File: src/design/stt_pkg.sv
`timescale 1ns / 1ps
package stt_pkg;

    localparam int TableDepthDefault = 64;
    localparam logic [15:0] HalfLifeReset = 16'd10000;
    localparam logic [31:0] OneQ16 = 32'h0001_0000;
    localparam logic [31:0] TieMax = 32'hFFFF_FFFF;

    typedef enum logic [1:0] {
        OP_ENCOUNTER = 2'd0,
        OP_MERGE     = 2'd1,
        OP_COMPARE   = 2'd2,
        OP_NONE      = 2'd3
    } op_t;

    localparam logic [1:0] ST_UPDATED = 2'd0;
    localparam logic [1:0] ST_DRAW    = 2'd1;
    localparam logic [1:0] ST_WINNER  = 2'd2;

    localparam logic CFG_OWN  = 1'b0;
    localparam logic CFG_HALF = 1'b1;

    typedef struct packed {
        logic [1:0]  operation;
        logic [31:0] peer_address;
        logic [31:0] second_address;
        logic [31:0] destination_address;
        logic [31:0] time_seconds;
        logic [31:0] tie_value_in;
        logic        last_of_merge;
    } stt_in_t;

    typedef struct packed {
        logic [1:0]  status;
        logic [31:0] winner_address;
        logic [31:0] tie_value_out;
    } stt_out_t;

    // queue entry handed from the front to the back
    typedef struct packed {
        stt_in_t     item;
        logic        merge_new;
    } stt_cmd_t;

    // 2^-(2^-(i+1)) in Q0.32, i = 0..15
    function automatic logic [31:0] root_const(input logic [3:0] i);
        logic [31:0] c;
        case (i)
            4'd0:    c = 32'hB504F333;
            4'd1:    c = 32'hD744FCCA;
            4'd2:    c = 32'hEAC0C6E7;
            4'd3:    c = 32'hF5257D15;
            4'd4:    c = 32'hFA83B2DB;
            4'd5:    c = 32'hFD3E0C0C;
            4'd6:    c = 32'hFE9E115C;
            4'd7:    c = 32'hFF4ECB59;
            4'd8:    c = 32'hFFA75652;
            4'd9:    c = 32'hFFD3A751;
            4'd10:   c = 32'hFFE9D2B2;
            4'd11:   c = 32'hFFF4E91B;
            4'd12:   c = 32'hFFFA747E;
            4'd13:   c = 32'hFFFD3A3A;
            4'd14:   c = 32'hFFFE9D1C;
            default: c = 32'hFFFF4E8D;
        endcase
        return c;
    endfunction

endpackage

File: src/design/stt_queue.sv
`timescale 1ns / 1ps
module stt_queue (
    input  logic               clk,
    input  logic               rst_n,
    input  logic               push,
    input  stt_pkg::stt_cmd_t  push_data,
    input  logic               pop,
    output logic               full,
    output logic               not_empty,
    output stt_pkg::stt_cmd_t  head
);
    import stt_pkg::*;

    // two-entry queue
    stt_cmd_t   slot_reg [2];
    logic [1:0] count_reg;
    logic [1:0] count_next;
    logic       rd_reg;
    logic       wr_reg;

    assign full       = count_reg == 2'd2;
    assign not_empty  = count_reg != 2'd0;
    assign head       = slot_reg[rd_reg];

    always_comb
    begin
        count_next = count_reg + {1'b0, push} - {1'b0, pop};
    end

    always_ff @(posedge clk)
    begin
        if (push)
        begin
            slot_reg[wr_reg] <= push_data;
        end
    end

    always_ff @(posedge clk or negedge rst_n)
    begin
        if (!rst_n)
        begin
            count_reg <= 2'd0;
            rd_reg    <= 1'b0;
            wr_reg    <= 1'b0;
        end
        else
        begin
            count_reg <= count_next;
            if (push)
            begin
                wr_reg <= !wr_reg;
            end
            if (pop)
            begin
                rd_reg <= !rd_reg;
            end
        end
    end
endmodule

File: config.mk
export PLATFORM = sky130hd
export DESIGN_NAME = stt_queue
export DESIGN_NICKNAME = d
export VERILOG_FILES = /design/src/design/stt_pkg.sv /design/src/design/stt_queue.sv
export SDC_FILE = /design/constraint.sdc
export NUM_CORES = 1
export LEC_CHECK = 0
export ABC_CLOCK_PERIOD_IN_PS = 18200
export BUFFER_PORTS_ARGS = -buffer_cell sky130_fd_sc_hd__buf_4
export CELL_PAD_IN_SITES_DETAIL_PLACEMENT = 1
export CELL_PAD_IN_SITES_GLOBAL_PLACEMENT = 2
export CORE_MARGIN = 2
export CORE_UTILIZATION = 43
export CTS_BUF_LIST = sky130_fd_sc_hd__clkbuf_8
export DETAILED_ROUTE_END_ITERATION = 10
export PLACE_DENSITY = 0.88
export SLEW_MARGIN = 15
export SYNTH_ARGS = -nofsm -noshare
export SYNTH_HDL_FRONTEND = slang
export SYNTH_SLANG_ARGS = --single-unit
File: constraint.sdc
create_clock -name clk -period 18.2 [get_ports clk]
set_input_delay 3.64 -clock clk [delete_from_list [all_inputs] [get_ports clk]]
set_output_delay 3.64 -clock clk [all_outputs]
set_load 0.1 [all_outputs]
# Word level (Yosys, flattened, before mapping)
# Memories as Yosys holds them, arrays and structs flattened.
# Index checks and enable logic that the tools add are counted.
dict set report word_totals {
  mem_count 1
  ram_bits 328
  reg_bits 4
}
dict set report op_classes {
  n_reduce_logical 3
  eq_ne 1
  n_mux 2
  add_sub_neg 2
}
# memory depth width read_ports rd_clocked_by_memory_dff wr line
set mem_list {}
lappend mem_list {slot_reg 2 164 1 0 1 stt_queue.sv:15} ;# stt_cmd_t slot_reg [2];
# operator count
set op_table {}
lappend op_table {{$add A2 B1 Y2} 1}
lappend op_table {{$eq A2 B2 Y1 const B} 1}
lappend op_table {{$logic_not A1 Y1} 2}
lappend op_table {{$mux W1} 2}
lappend op_table {{$reduce_bool A2 Y1} 1}
lappend op_table {{$sub A2 B1 Y2} 1}

# Logic depth before layout (Yosys ltp)
# Gate-level depths: netlist of the first run.
dict set report depth {
  depth_word 2
  mapped_depth 5
}

# Worst setup path after synthesis of the first run
# Ideal clock, no wire load.
dict set report synth_timing {
  path_kind {in2reg}
  startpoint {in push}
  endpoint {mem slot_reg[0][0] (netlist bit) (enable)}
  required_time_ns 17.490
  arrival_ns 10.726
  path_buffers 0
  path_stages 1
  setup_ns 0.710
  path_slack_ns 6.764
  path_cell_list {nor2b_1}
}
dict set report synth_between {
  elab_chain_len 2
}
# item line
set synth_rtl {}
lappend synth_rtl {{start: declaration} stt_queue.sv:5} ;# input logic push,
lappend synth_rtl {{$mux W1} stt_queue.sv:32} ;# if (push)
lappend synth_rtl {{$mux W1 (implied by the code)} stt_queue.sv:34} ;# slot_reg[wr_reg] <= push_data;
lappend synth_rtl {{end: declaration} stt_queue.sv:15}
# Every way passes these cells.

==> results of run 1 <==
## through the flow
| step | instance area (µm²) | utilization | hold slack (ns) |
|---|---|---|---|
| 2_1_floorplan | 12090 | - | 0.4555 |
| 3_3_place_gp | 14930 | 0.5388 | 0.5329 |
| 3_5_place_dp | 14930 | 0.5388 | 0.5400 |
| 4_1_cts | 15870 | 0.5727 | 0.5524 |
| 5_1_grt | 15870 | 0.5727 | 0.5785 |
| 6_report | 15870 | 0.5727 | 0.5524 |
## kinds of logic after synthesis
logic type    after synthesis  share of synthesized area
simple gates                4                   0.002070
mux                       164                     0.1527
flops                     332                     0.8228
buf+inv                    20                    0.01687
fa+ha+maj                   2                   0.002069
xor+xnor                    3                   0.003415
## routing by layer
| metal | wire [µm] | global-route usage |
|---|---|---|
| met4 | 638 | 0.06522 |
| met5 | 0 | 0 |
| met2 | 14260 | 0.3141 |
| met1 | 9852 | 0.1940 |
| met3 | 2372 | 0.06535 |
## layout make-up
| type | instances | share of cell area |
|---|---|---|
| Clock buffer | 56 | 0.04858 |
| Multi-Input combinational cell | 173 | 0.1228 |
| Sequential cell | 332 | 0.6273 |
| Inverter | 2 | 0.0004731 |
| Tap cell | 378 | 0.02981 |
| Clock inverter | 42 | 0.01065 |
| Timing Repair Buffer | 339 | 0.1604 |
## final timing paths
kind,to,depth (start not counted)
worst min-delay path,wr_reg,1
worst max-delay path,head[120],3
worst min register to register,wr_reg,1
worst max register to register,slot_reg[0][63],2
min in group asynchronous,count_reg[0],1
max in group asynchronous,rd_reg,1
## worst max-delay path: cells and delay by family (launching register included)
| kind | cells | cell delay, ns |
|---|---|---|
| buffers and inverters | 2 | 1.03 |
| multiplexers | 1 | 0.43 |
| flip-flops | 1 | 0.70 |
## cell usage in the layout (no fill, tap or decap), drive strengths merged, types with 4 or more instances in the layout
cell type,Yosys,routed
buf,18,339
edfxtp,328,328
mux2,164,164
clkbuf,0,56
clkinv,0,23
inv,2,19
dfrtp,4,4
==> results.ini, run 1 <==
[run_status]
status=finished, final reports clean

[finish]
final_layout_size_suffix_gt1_frac=0.6017
fin_nets=1072
fin_cells=1322
antenna-diode-count=0
synthToLayoutAreaGrowth_pct=31.22
largest_register_ffs=328
nFillCells=2518
final-seq-area_mm2=0.009953
multi_input_area_mm2=0.001948

[floorplan]
start_util=0.4364
num_rows=61
core_mm2=0.02771
die_h_um=171.7
io_pins=334
die-area_mm2=0.02948
fp.dieW_um=171.7

[clock_tree]
cts_tree=done
ctsResizeCount=0
clock_path_buffers=3
clock_latency_ns=0.56
cts.sinks=332
clkSlewWorstSetupHoldPaths_ns=0.06
cts-root-buf=clkbuf_8
htreeDepth=2
cts_buffers=54
cts_setup_buffers=0
cts_hold_buf=0

[setup_path]
crit_arrival_ns=2.81
rr_startpoint=wr_reg
cp_slowest_cell=buf_4
start_kind=flip-flop
cp_data_required_time_ns=14.56
startpoint=rd_reg
cp-end-kind=primary output
cpPeakStageDelay_ns=0.79
critPathMaxFanout=72
path_class=reg2out
crit_chain=buf_4 -> mux2_2 -> buf_4
regToRegSetupSlack_ns=15.68
cpMostUsedCell=buf_4

[global_routing]
grt_pass1_wl_um=39200
grt_pass1_vias=6897
grt_usage=0.1772
antenna_found_initial=0
overflow=0
grt_max_degree=81

[drt]
viasPerCell=4.762
drt_iter0_markers=365
drcViolationCount=0
wirelength_um=27130
routedWlPerCell_um=20.52
antenna_left=0
drtPass1Iterations=4
num_vias=6295

[yosys]
yosys_warnings=0
yosysMostFrequentCell=edfxtp_1
synth_area_leaders=edfxtp_1 (81%), mux2_2 (15%), buf_6 (1.6%)
syn_inst=525
async_reset_ff_frac=0.01205
syn-cell-area_mm2=0.01209
synth_ff_type=edfxtp_1
synth_top_area_frac=0.8146
yosys.area.top_type=edfxtp_1
synth_edf_count=328
ys_seq_area_frac=0.8228
synth_fp_nets=695
synth_common_cells=edfxtp_1 (328), mux2_2 (164), buf_6 (17), dfrtp_1 (4)
synth_seq_cells=332
synth_cell_types=12
synth.avg_cell_area_um2=23.03

[timing]
hold_viol_final=0
worst_slack_ns=11.75
slew_violations=0
grt_setup_unrepaired=false
period_needed_ns=6.454
skew_ns=0.01176
tightest_slew_ns=1.124
timing.fmax_mhz=154.9
maxSlewHeadroom=0.2507
fin_crit_sh=0.3546
final-setup-viol-count=0
setup_tns_ns=0

[place]
hpwl_um=18200
pre_cts_slack_ns=12.31
portBuffers=333
post-place-cells=1224
place.gp.congestion=0.7115

[worst_hold_path]
hold_start=wr_reg
hp-class=reg2reg

[job]
maxCapViolCount=0

Power of run 1 is not shown: default switching activity piles up to over one toggle a cycle in this logic, so the estimate is an artifact.
==> inputs of run 2 (changes only) <==
--- a/config.mk
+++ b/config.mk
@@ -5,15 +5,15 @@
 export SDC_FILE = /design/constraint.sdc
 export NUM_CORES = 1
 export LEC_CHECK = 0
-export ABC_CLOCK_PERIOD_IN_PS = 18200
+export ABC_CLOCK_PERIOD_IN_PS = 5350
 export BUFFER_PORTS_ARGS = -buffer_cell sky130_fd_sc_hd__buf_4
 export CELL_PAD_IN_SITES_DETAIL_PLACEMENT = 1
 export CELL_PAD_IN_SITES_GLOBAL_PLACEMENT = 2
 export CORE_MARGIN = 2
-export CORE_UTILIZATION = 43
+export CORE_UTILIZATION = 36
 export CTS_BUF_LIST = sky130_fd_sc_hd__clkbuf_8
 export DETAILED_ROUTE_END_ITERATION = 10
-export PLACE_DENSITY = 0.88
+export PLACE_DENSITY = 0.78
 export SLEW_MARGIN = 15
 export SYNTH_ARGS = -nofsm -noshare
 export SYNTH_HDL_FRONTEND = slang
==> constraint.sdc (replaced) <==
create_clock -name clk -period 5.35 [get_ports clk]
set_input_delay 1.07 -clock clk [delete_from_list [all_inputs] [get_ports clk]]
set_output_delay 1.07 -clock clk [all_outputs]
set_load 0.1 [all_outputs]
==> run 2 against run 1 <==
- worst setup slack got worse by 10 ns
- die area increased by 19%
- global-route usage is 2.1 points lower
- utilization fell by 9.2 points
- non-clock buffer count unchanged
- register-to-register slack lost 13 ns
- sequential share of layout area decreased by 0.58 points
- critical path depth did not move
- critical path type unchanged
- wire length grew 3.5%
- clock skew increased by 0.0043 ns
- first-iteration DRC count decreased by 45%
==> results.ini, run 2 (synthesis gave the netlist of run 1 again) <==
[run_status]
status=finished, final reports clean  ; unchanged

[finish]
fin_nets=1073  ; was 1072
final_common_cell=buf_4  ; unchanged
final_cell_mix=buf_4 (336), edfxtp_1 (328), mux2_2 (164)  ; was buf_4 (339), edfxtp_1 (328), mux2_2 (164)
largest_register_ffs=328  ; unchanged
synthToLayoutAreaGrowth_pct=32.44  ; was 31.22%
nFillCells=3217  ; was 2518
antenna-diode-count=0  ; unchanged
final_layout_size_suffix_gt1_frac=0.6040  ; was 0.6017

[timing]
tightest_slew_ns=1.069  ; was 1.124 ns
final-setup-viol-count=0  ; unchanged
hold_viol_final=0  ; unchanged
grt_setup_unrepaired=false  ; unchanged
skew_ns=0.01601  ; was 0.01176 ns
setup_tns_ns=0  ; unchanged
fin_crit_sh=0.7048
timing.fmax_mhz=265.2
slew_violations=0  ; unchanged
holdWs_ns=0.2761  ; was 0.5524 ns
maxSlewHeadroom=0.2873  ; was 0.2507
worst_slack_ns=1.580  ; was 11.75 ns
period_needed_ns=3.770

[floorplan]
die_h_um=187.3  ; was 171.7 µm
io_pins=334  ; unchanged
start_util=0.3633  ; was 0.4364
num_rows=67  ; was 61
core_mm2=0.03328  ; was 0.02771 mm²
fp.dieW_um=187.3  ; was 171.7 µm
die-area_mm2=0.03507  ; was 0.02948 mm²

[drt]
num_vias=6336  ; was 6295
drt_iter0_markers=201  ; was 365
viasPerCell=4.558  ; was 4.762
wirelength_um=28090  ; was 27130 µm
drtPass1Iterations=6  ; was 4
drcViolationCount=0  ; unchanged
antenna_left=0  ; unchanged
routedWlPerCell_um=20.21  ; was 20.52 µm

[setup_path]
cpPeakStageDelay_ns=0.82  ; was 0.79 ns
cp_data_required_time_ns=4.28  ; was 14.56 ns
crit_family=flip-flops  ; was buffers and inverters
crit_chain=buf_4 -> mux2_2 -> buf_4  ; unchanged
cp-end-kind=primary output  ; unchanged
critPathMaxFanout=47  ; was 72
cpMostUsedCell=buf_4  ; unchanged
path_class=reg2out  ; unchanged
start_kind=flip-flop  ; unchanged
critPathBufInv=2  ; unchanged
crit_arrival_ns=2.70  ; was 2.81 ns
cp_slowest_cell=dfrtp_4  ; was buf_4

[global_routing]
antenna_found_initial=0  ; unchanged
grt_pass1_vias=7122  ; was 6897
grt_pass1_wl_um=41600  ; was 39200 µm
overflow=0  ; unchanged
grt_usage=0.1560  ; was 0.1772
grt_max_degree=92  ; was 81

[place]
hpwl_um=18650  ; was 18200 µm
pre_cts_slack_ns=2.150  ; was 12.31 ns
portBuffers=333  ; unchanged
place.gp.congestion=0.7355  ; was 0.7115

[worst_hold_path]
hp-class=in2async  ; was reg2reg

[clock_tree]
cts_buffers=55  ; was 54
cts-root-buf=clkbuf_8  ; unchanged
clock_path_buffers=3  ; unchanged
clock_latency_ns=0.58  ; was 0.56 ns
cts_tree=done  ; unchanged
clkSlewWorstSetupHoldPaths_ns=0.06  ; about the same
ctsResizeCount=0  ; unchanged
cts_hold_buf=0  ; unchanged
cts_setup_buffers=0  ; unchanged
htreeDepth=2  ; unchanged
cts.sinks=332  ; unchanged

[job]
maxCapViolCount=0  ; unchanged

[run 2: area by class of cell]
class	instances	area, µm²	area share
clock inverter	39	177.7	0.01109
clock buffer	57	784.5	0.04899
inverter	2	7.507	0.0004688
timing repair buffer	339	2582	0.1613
tap	448	560.5	0.03500
multi-input combinational	173	1948	0.1217
sequential	332	9953	0.6215
[run 2: worst paths after layout]
check	slack, ns	depth (start not counted)	endpoint	start
max in group asynchronous	4.95	1	rd_reg	rst_n
max reg2reg	3.13	2	slot_reg[0][153]	wr_reg
min reg2reg	0.55	1	wr_reg	wr_reg
min	0.28	1	count_reg[0]	rst_n
min in group clk	0.55	1	wr_reg	wr_reg
max	1.58	3	head[7]	rd_reg
[run 2: per-layer routing]
metal / wire (µm) / vias up / GRT usage
met1: 10430 / 3146 / 0.1694
met2: 14310 / 259 / 0.2681
met3: 2218 / 75 / 0.05891
met4: 1133 / 0 / 0.07662
li1: - / 2856 / -
met5: 0 / - / 0
[run 2: worst register-to-register path, cell delays in order, from the launching register on]
cell and delay (ns):
dfrtp_1 0.42, nor2b_4 0.69, buf_4 0.72
[run 2: through the flow]
stage	area, µm²	std cells	util
floorplan	12100	525	-
global placement	15050	1294	0.4523
detailed placement	15050	1294	0.4523
CTS	16010	1390	0.4812
global route	16010	1390	0.4812
finish	16010	1390	0.4812
Power of run 2 is left out for the same reason.
==> inputs of run 3 (changes only) <==
--- a/config.mk
+++ b/config.mk
@@ -5,15 +5,16 @@
 export SDC_FILE = /design/constraint.sdc
 export NUM_CORES = 1
 export LEC_CHECK = 0
-export ABC_CLOCK_PERIOD_IN_PS = 5350
+export ABC_AREA = 1
+export ABC_CLOCK_PERIOD_IN_PS = 3370
 export BUFFER_PORTS_ARGS = -buffer_cell sky130_fd_sc_hd__buf_4
 export CELL_PAD_IN_SITES_DETAIL_PLACEMENT = 1
 export CELL_PAD_IN_SITES_GLOBAL_PLACEMENT = 2
 export CORE_MARGIN = 2
-export CORE_UTILIZATION = 36
+export CORE_UTILIZATION = 33
 export CTS_BUF_LIST = sky130_fd_sc_hd__clkbuf_8
 export DETAILED_ROUTE_END_ITERATION = 10
-export PLACE_DENSITY = 0.78
+export PLACE_DENSITY = 0.77
 export SLEW_MARGIN = 15
 export SYNTH_ARGS = -nofsm -noshare
 export SYNTH_HDL_FRONTEND = slang
==> constraint.sdc (replaced) <==
create_clock -name clk -period 3.37 [get_ports clk]
set_input_delay 0.674 -clock clk [delete_from_list [all_inputs] [get_ports clk]]
set_output_delay 0.674 -clock clk [all_outputs]
set_load 0.1 [all_outputs]
==> run 3 against run 2 <==
- global-route usage fell by 0.64 points
- first-iteration DRC count rose by 57%
- die area rose by 16%
- clock skew fell by 0.0089 ns
- wire length rose by 8.7%
- cell count rose by 30%
- flip-flop and latch count did not move
- synthesized area rose by 6.6%
- worst hold slack got worse by 0.030 ns
- register-to-register slack got worse by 1.7 ns
- largest cell class unchanged
- highest routed layer is now met5
==> results.ini, run 3 <==
[run_status]
status=finished, final reports clean  ; unchanged

[finish]
largest_register_ffs=328  ; unchanged
final_cell_mix=buf_4 (338), edfxtp_1 (328), inv_1 (188)  ; was buf_4 (336), edfxtp_1 (328), mux2_2 (164)
fin_cells=1805  ; was 1390
antenna-diode-count=0  ; unchanged
final_layout_size_suffix_gt1_frac=0.4118  ; was 0.6040
nFillCells=4097  ; was 3217
final_common_cell=buf_4  ; unchanged
fin_nets=1427  ; was 1073
synthToLayoutAreaGrowth_pct=31.86  ; was 32.44%
final_util=0.4408  ; was 0.4812

[drt]
drt_iter0_markers=316  ; was 201
num_vias=7814  ; was 6336
drtPass1Iterations=6  ; unchanged
routedWlPerCell_um=16.91  ; was 20.21 µm
wirelength_um=30520  ; was 28090 µm
viasPerCell=4.329  ; was 4.558
antenna_left=0  ; unchanged
drcViolationCount=0  ; unchanged

[worst_hold_path]
holdPathStages=1
hold_start=push_data[3]
hp-class=in2reg  ; was in2async
min_to=slot_reg[1][3]

[timing]
maxSlewHeadroom=0.4684  ; was 0.2873
holdWs_ns=0.2465  ; was 0.2761 ns
skew_ns=0.007101  ; was 0.01601 ns
grt_setup_unrepaired=false  ; unchanged
hold_viol_final=0  ; unchanged
worst_slack_ns=0.3112  ; was 1.580 ns
fin_crit_sh=0.9076
period_needed_ns=3.059
timing.fmax_mhz=326.9
tightest_slew_ns=0.7958  ; was 1.069 ns
slew_violations=0  ; unchanged
final-setup-viol-count=0  ; unchanged

[place]
place.gp.congestion=0.7287  ; was 0.7355
post-place-cells=1716  ; was 1294
pre_cts_slack_ns=0.8851  ; was 2.150 ns
portBuffers=333  ; unchanged
hpwl_um=20770  ; was 18650 µm

[job]
maxCapViolCount=0  ; unchanged

[global_routing]
overflow=0  ; unchanged
antenna_found_initial=1  ; was 0
grt_usage=0.1496  ; was 0.1560
grt_pass1_wl_um=46550  ; was 41600 µm
grt_pass1_vias=8389  ; was 7122
grt_max_degree=83  ; was 92

[setup_path]
cp_slowest_cell=dfrtp_4  ; unchanged
rr_startpoint=wr_reg  ; unchanged
cp_data_required_time_ns=2.70  ; was 4.28 ns
start_kind=flip-flop  ; unchanged
crit_arrival_ns=2.38  ; was 2.70 ns
crit_chain=buf_12 -> nand2_1 -> o21ai_1 -> buf_4  ; was buf_4 -> mux2_2 -> buf_4
regToRegSetupSlack_ns=1.43  ; was 3.13 ns
critPathMaxFanout=82  ; was 47
rr_endpoint=slot_reg[1][124]  ; was slot_reg[0][153]
r2r_cells=3  ; was 2
cpPeakStageDelay_ns=0.74  ; was 0.82 ns
cp-end-kind=primary output  ; unchanged
path_class=reg2out  ; unchanged

[clock_tree]
clkSlewWorstSetupHoldPaths_ns=0.06  ; about the same
clock_path_buffers=3  ; unchanged
cts_tree=done  ; unchanged
clock_latency_ns=0.61  ; was 0.58 ns
htreeDepth=2  ; unchanged
cts-root-buf=clkbuf_8  ; unchanged
cts.sinks=332  ; unchanged
cts_buffers=56  ; was 55
cts_setup_buffers=0  ; unchanged

[yosys]
synth_edf_count=328  ; unchanged
synth_fp_nets=1052  ; was 695
synth_seq_cells=332  ; unchanged
async_reset_ff_frac=0.01205  ; unchanged
ys_seq_area_frac=0.7719  ; was 0.8228
yosys.area.top_type=edfxtp_1  ; unchanged
synth_cell_types=14  ; was 12
syn-cell-area_mm2=0.01289  ; was 0.01209 mm²
synth_common_cells=edfxtp_1 (328), inv_1 (171), nand2_1 (171), o21ai_2 (110), o21ai_1 (37)  ; was edfxtp_1 (328), mux2_2 (164), buf_6 (17), dfrtp_1 (4)
synth_top_area_frac=0.7641  ; was 0.8146
synth_area_leaders=edfxtp_1 (76%), o21ai_2 (7.5%), inv_1 (5.0%)  ; was edfxtp_1 (81%), mux2_2 (15%), buf_6 (1.6%)
yosys_warnings=0  ; unchanged
synth_ff_type=edfxtp_1  ; unchanged
yosysMostFrequentCell=edfxtp_1  ; unchanged
synth.avg_cell_area_um2=14.61  ; was 23.03 µm²
syn_inst=882  ; was 525

[floorplan]
fp.dieW_um=201.6  ; was 187.3 µm
num_rows=72  ; was 67
io_pins=334  ; unchanged
die_h_um=201.6  ; was 187.3 µm
die-area_mm2=0.04066  ; was 0.03507 mm²
start_util=0.3343  ; was 0.3633
core_mm2=0.03856  ; was 0.03328 mm²

-- run 3: changes by cell type in the layout (fill, tap and decap cells not counted), sizes merged, moves of 2 or more --
| cell | change |
|---|---|
| o21ai | +164 |
| clkinvlp | +2 |
| nand2 | +171 |
| buf | +14 |
| clkinv | -11 |
| nor2b | -2 |
| nor2 | +2 |
| mux2 | -164 |
| inv | +170 |
-- run 3: layer usage --
metal,vias up,part of all wire,GRT usage
met5,-,0.00043,0
met4,2,0.026,0.06040
met3,55,0.087,0.05799
met2,252,0.50,0.2562
met1,3749,0.39,0.1673
li1,3756,-,-
-- run 3: logic make-up (layout without fill, tap and decap cells) --
logic type	count (synthesis)	in the layout	share of synthesized area
AOI/OAI and AO/OA	164	164	0.09571
adders and majority gates	2	2	0.001941
and+or+nand+nor	174	174	0.05077
DFF	332	332	0.7719
buffers and inverters	208	613	0.07833
xor gates and xnor gates	2	2	0.001359
-- run 3: cell type report --
type,count,area [µm²],area share
Sequential cell,332,9953,0.5856
Timing Repair Buffer,354,2848,0.1675
Multi-Input combinational cell,342,1954,0.1150
Clock buffer,57,784.5,0.04616
Inverter,171,658.1,0.03872
Tap cell,518,648.1,0.03813
Clock inverter,31,150.1,0.008834
-- run 3: per-stage QoR --
| step | instance area, µm² | TNS (ns) |
|---|---|---|
| floorplan | 12930 | -53.82 |
| global placement | 16050 | 0 |
| detailed placement | 16050 | 0 |
| CTS | 17000 | 0 |
| global route | 17000 | 0 |
| finish | 17000 | 0 |
-- run 3: how the worst max path moves through the flow --
| stage | start | to | slack (ns) |
|---|---|---|---|
| after floorplan | push | slot_reg[1][0] | -0.17 |
| after global placement | rd_reg | head[41] | 0.94 |
| after detailed placement | rd_reg | head[41] | 0.89 |
| after CTS | rd_reg | head[41] | 0.19 |
| after global routing | rd_reg | head[41] | 0.15 |
| final | rd_reg | head[41] | 0.31 |
-- run 3: critical path: cells and delay by family (launching register included) --
family	cells	cell delay [ns]
AOI/OAI and AO/OA	1	0.16
buffers and inverters	2	0.72
and+or+nand+nor	1	0.09
DFF	1	0.74
-- run 3: timing repair --
item                       CTS  global route
hold endpoints to repair     4             0
gates resized for setup      0             0
setup endpoints to repair    0             0
hold buffers                 1             0
Power of run 3 is left out for the same reason.
